===== config.mk =====
export PLATFORM = sky130hd
export DESIGN_NAME = frwc_cell
export DESIGN_NICKNAME = d
export VERILOG_FILES = /design/src/sv/frwc_pkg.sv /design/src/sv/frwc_cell.sv
export SDC_FILE = /design/constraint.sdc
export NUM_CORES = 1
export LEC_CHECK = 0
export BUFFER_PORTS_ARGS = -buffer_cell sky130_fd_sc_hd__buf_2
export CORE_ASPECT_RATIO = 0.8
export CORE_MARGIN = 3
export CORE_UTILIZATION = 47
export CTS_CLUSTER_SIZE = 12
export DETAILED_ROUTE_END_ITERATION = 7
export HOLD_SLACK_MARGIN = 0.03
export PLACE_DENSITY = 0.73
export SYNTH_ARGS = -nofsm -noshare
export SYNTH_HDL_FRONTEND = slang
export SYNTH_SLANG_ARGS = --single-unit

===== constraint.sdc =====
create_clock -name clk -period 11.2 [get_ports clk]
set_clock_uncertainty 0.1 [all_clocks]
set_input_delay 0.56 -clock clk [delete_from_list [all_inputs] [get_ports clk]]
set_output_delay 0.56 -clock clk [all_outputs]
set_load 0.02 [all_outputs]

===== src/sv/frwc_pkg.sv =====
// Package for the freed-range write checker.
// Holds the request, result and token types and the fixed constants.
// No dependencies.
package frwc_pkg;

  localparam int AddrW    = 48;
  localparam int SizeW    = 48;
  localparam int WordW    = 64;
  localparam int HiW      = 50;
  localparam int OutCntW  = 7;
  localparam int CfgIdxW  = 1;

  // guard zone plus block header in front of the user pointer
  localparam logic [AddrW-1:0] BlockOffset = 48'd40;
  localparam logic [HiW-1:0]   BlockOffHi  = 50'd40;

  localparam logic [WordW-1:0] CanaryLowReset  = 64'h0f0f0f0f0f0f0f0f;
  localparam logic [WordW-1:0] CanaryHighReset = 64'hf0f0f0f0f0f0f0f0;

  // configuration register indexes
  localparam logic [CfgIdxW-1:0] CFG_CANARY_LOW  = 1'b0;
  localparam logic [CfgIdxW-1:0] CFG_CANARY_HIGH = 1'b1;

  // request modes
  localparam logic MODE_FREE  = 1'b0;
  localparam logic MODE_WRITE = 1'b1;

  typedef struct packed {
    logic              mode;
    logic [AddrW-1:0]  address;
    logic [SizeW-1:0]  header_size;
    logic [WordW-1:0]  old_content;
  } frwc_req_t;

  typedef struct packed {
    logic               canary_hit;
    logic [OutCntW-1:0] freed_match_count;
    logic               table_full;
    logic [OutCntW-1:0] ranges_used;
  } frwc_result_t;

  // token travelling down the cell chain; lo holds the range base for a
  // free request and the target address for a write request
  typedef struct packed {
    logic               mode;
    logic [AddrW-1:0]   lo;
    logic [HiW-1:0]     hi;
    logic               canary_hit;
    logic               table_full;
    logic [OutCntW-1:0] ranges_used;
  } frwc_tok_t;

endpackage


===== src/sv/frwc_cell.sv =====
// One cell of the freed-range chain: stores one range and checks passing writes.
// Depends on frwc_pkg.
module frwc_cell #(
  parameter int IDX = 0,
  parameter int CW  = 7
) (
  input  logic                clk,
  input  logic                rst_n,
  input  logic                vld_i,
  input  frwc_pkg::frwc_tok_t tok_i,
  input  logic [CW-1:0]       tag_i,
  input  logic [CW-1:0]       cnt_i,
  output logic                vld_o,
  output frwc_pkg::frwc_tok_t tok_o,
  output logic [CW-1:0]       tag_o,
  output logic [CW-1:0]       cnt_o
);
  import frwc_pkg::*;

  logic [AddrW-1:0] lo_r;
  logic [HiW-1:0]   hi_r;
  logic             vld_r;
  frwc_tok_t        tok_r;
  logic [CW-1:0]    tag_r;
  logic [CW-1:0]    cnt_r;
  logic [CW-1:0]    cnt_nxt;
  logic             store;
  logic             hit;

  // a free request lands in the cell whose position equals its slot tag
  assign store = vld_i && (tok_i.mode == MODE_FREE) && (tag_i == CW'(IDX));

  // count this range if it was stored before the write request was issued and holds its address
  assign hit = vld_i && (tok_i.mode == MODE_WRITE) && (CW'(IDX) < tag_i) &&
               (tok_i.lo >= lo_r) && ({2'b00, tok_i.lo} <= hi_r);

  assign cnt_nxt = cnt_i + CW'(hit);

  // hold the stored range
  always_ff @(posedge clk) begin
    if (store) begin
      lo_r <= tok_i.lo;
      hi_r <= tok_i.hi;
    end
  end

  // advance the token valid
  always_ff @(posedge clk) begin
    if (!rst_n) begin
      vld_r <= 1'b0;
    end else begin
      vld_r <= vld_i;
    end
  end

  // advance the token payload
  always_ff @(posedge clk) begin
    tok_r <= tok_i;
    tag_r <= tag_i;
    cnt_r <= cnt_nxt;
  end

  assign vld_o = vld_r;
  assign tok_o = tok_r;
  assign tag_o = tag_r;
  assign cnt_o = cnt_r;

endmodule


==> flow_summary.ini <==
[routing]
drc = 0
ant_nets = 0
drt_iter0_markers = 188
drt-pass1-iter-count = 4
wire_per_inst_um = 14.6
drt-vias-per-instance = 4.73
drt-total-wl_mm = 15.9
vias = 5146

[timing]
period_share_pct = 26.6
worst_hold_slack_ns = 0.0708
tightest_slew_ns = 0.803
relSlewSlack_pct = 46.5
hold_viol = 0
max_freq_mhz = 335
tns_ns = 0
rsz0062_at_grt = false
min_period_ns = 2.98
setup_viol = 0
drv_slew = 0

[final_layout]
final_cell_mix = 247 x buf_2, 123 x dfxtp_1, 99 x inv_1
nets = 1074
drive_above_1_share_pct = 32.8
multi_input_area_mm2 = 0.00223
syn_to_final_growth_pct = 27.5
num-fill-cells = 1335
finish.utilization_pct = 61.5
regArea_mm2 = 0.00541
final_common_cell = buf_2

[logic_synthesis]
synth-seq-area-share_pct = 67.5
synthArstFlopShare_pct = 0
synth_top_area_share_pct = 36.8
syn-num-nets = 801
synth_warnings = 0
yosys.area.top_type = edfxtp_1
synth_edf_count = 98
syn_inst = 578
synth_area_per_cell_um2 = 13.8
ys_top_cells_by_area = edfxtp_1 37%, dfxtp_1 31%, ha_1 15%
synth_ff_type = dfxtp_1
synth-seq-cells = 221
synth.distinct_cells = 41
netlist_area_mm2 = 0.00801

[floorplanning]
start_util_pct = 48.2
pin_count = 248
core_mm2 = 0.0166
chipHeight_um = 123
die_area_mm2 = 0.0186
rows = 42
die_w_um = 152

[power]
swShare_pct = 21.4
p_leak_nw = 4.86
p_clk_share_pct = 40.3
p_sw_mw = 0.359
p_comb_share_pct = 7.7
ir_drop_v = 0.000144
powerDensity_mw_per_mm2 = 164
p_int_mw = 1.32
seqPwrFrac_pct = 52.0

[grt]
antenna_found_initial = 2
grt_max_degree = 66
grt-ovfl-total = 0
grt_pass1_vias = 5021
grt_pass1_wl_mm = 25.0
grtUsageTotal_pct = 16.5

[worst_setup_path]
max_stage_delay_ns = 0.44
cp_max_fo = 3
startpoint_type = flip-flop
crit_buf_inv = 1
crit_cells = 12
cp.arrival_ns = 3.26
critPathSlowestCell = a221oi_1
crit_chain = inv_1, ha_1, a21oi_1, o21ai_1, a221oi_1, o211ai_1, a211oi_1, a2bb2oi_1, ha_1, ha_1, nand3_1, xnor2_1
crit_path_end_kind = flip-flop
crit_top_cell = ha_1
required_ns = 11.48
reg2reg_depth = 12
path_delay_family = compound AO/OA/AOI/OAI gates
path_class = reg2reg

[placed_design]
hpwl_mm = 12.4
io_buffers = 247
place.gp.congestion = 0.773

[clocking]
clock_latency_ns = 0.49
cts_num_sinks = 221
ctsResizeCount = 0
ctsHoldBuffers = 0
ctsLongestPathBuffers = 3
numCtsBuffers = 22
h-tree-depth = 1
postCtsSetupBuffers = 0
cts_root_buffer = clkbuf_16
cts_tree = done
clk_pin_slew_ns = 0.06

[run_status]
status = finished, final reports clean

[run]
drv_cap = 0

[min_path]
hp-class = in2reg
min_delay_path_depth = 1
==> power by group through the flow <==
stage / Sequential, mW / Combinational (mW) / Clock, mW
final: 0.871 / 0.130 / 0.675
after global routing: 0.873 / 0.144 / 0.725
after CTS: 0.871 / 0.132 / 0.696
after detailed placement: 0.888 / 0.131 / 0
after global placement: 0.888 / 0.129 / 0
after floorplan: 0.921 / 0.0306 / 0
==> sequential cells by signal, summed over array words and instances, names as in the netlist <==
register  flops
cnt_o         7
hi_r         50
lo_r         48
tag_o         7
tok_o       108
vld_o         1
==> kinds of logic (layout without fill, tap and decap cells) <==
group | Yosys count | after routing | share of synthesized area, %
buffers and inverters | 99 | 388 | 4.64
XOR/XNOR | 5 | 5 | 0.547
adder cells (fa/ha/maj) | 98 | 98 | 15.3
AND/OR/NAND/NOR | 73 | 73 | 5.42
flip-flops | 221 | 221 | 67.5
AO/OA/AOI/OAI | 82 | 82 | 6.55
other | 0 | 1 | 0
==> worst paths after layout <==
check	from	slack, ns	end
worst max-delay path	hi_r[19]	8.22	cnt_o[6]
worst min-delay path	tok_i[7]	0.07	tok_o[7]
worst max register to register	hi_r[19]	8.22	cnt_o[6]
worst min register to register	hi_r[48]	0.90	cnt_o[0]
==> layout make-up <==
type	count	share of cell area (%)
tap	220	2.70
antenna	1	0.0245
inverter	99	3.64
sequential	221	52.9
timing repair buffer	249	12.3
clock buffer	40	6.56
multi-input combinational	258	21.9
==> stage by stage <==
step | total power [mW] | area [um^2] | worst slack [ns] | instances
after floorplan | 0.951 | 8010 | 2.39 | 578
after global placement | 1.02 | 9540 | 7.90 | 1047
after detailed placement | 1.02 | 9540 | 7.82 | 1047
after CTS | 1.70 | 10200 | 8.17 | 1087
after global routing | 1.74 | 10200 | 7.91 | 1088
final | 1.68 | 10200 | 8.22 | 1088
==> layer usage <==
| layer | vias to the layer above | track usage, % | share of wire (%) |
|---|---|---|---|
| li1 | 2589 | - | - |
| met1 | 2385 | 22.6 | 46 |
| met2 | 141 | 26.1 | 46 |
| met3 | 29 | 4.48 | 6.0 |
| met4 | 2 | 4.66 | 2.0 |
| met5 | - | 0 | 0.044 |
==> Yosys cell counts, types with 2 or more instances <==
| cell type | count |
|---|---|
| and3_1 | 2 |
| nor3_1 | 3 |
| nand2_1 | 18 |
| a21oi_2 | 2 |
| a2bb2oi_1 | 2 |
| o21ai_1 | 2 |
| a221oi_1 | 3 |
| a21o_1 | 10 |
| nand2b_1 | 4 |
| a211oi_1 | 7 |
| nand4_2 | 3 |
| o211ai_1 | 2 |
| o21ai_0 | 14 |
| edfxtp_1 | 98 |
| o21a_1 | 2 |
| nand3_1 | 8 |
| ha_1 | 98 |
| xnor2_1 | 4 |
| dfxtp_1 | 123 |
| inv_1 | 99 |
| and4_1 | 5 |
| nor2_1 | 9 |
| a21oi_1 | 30 |
| nand4_1 | 13 |
(Power assumes the default switching activity.)
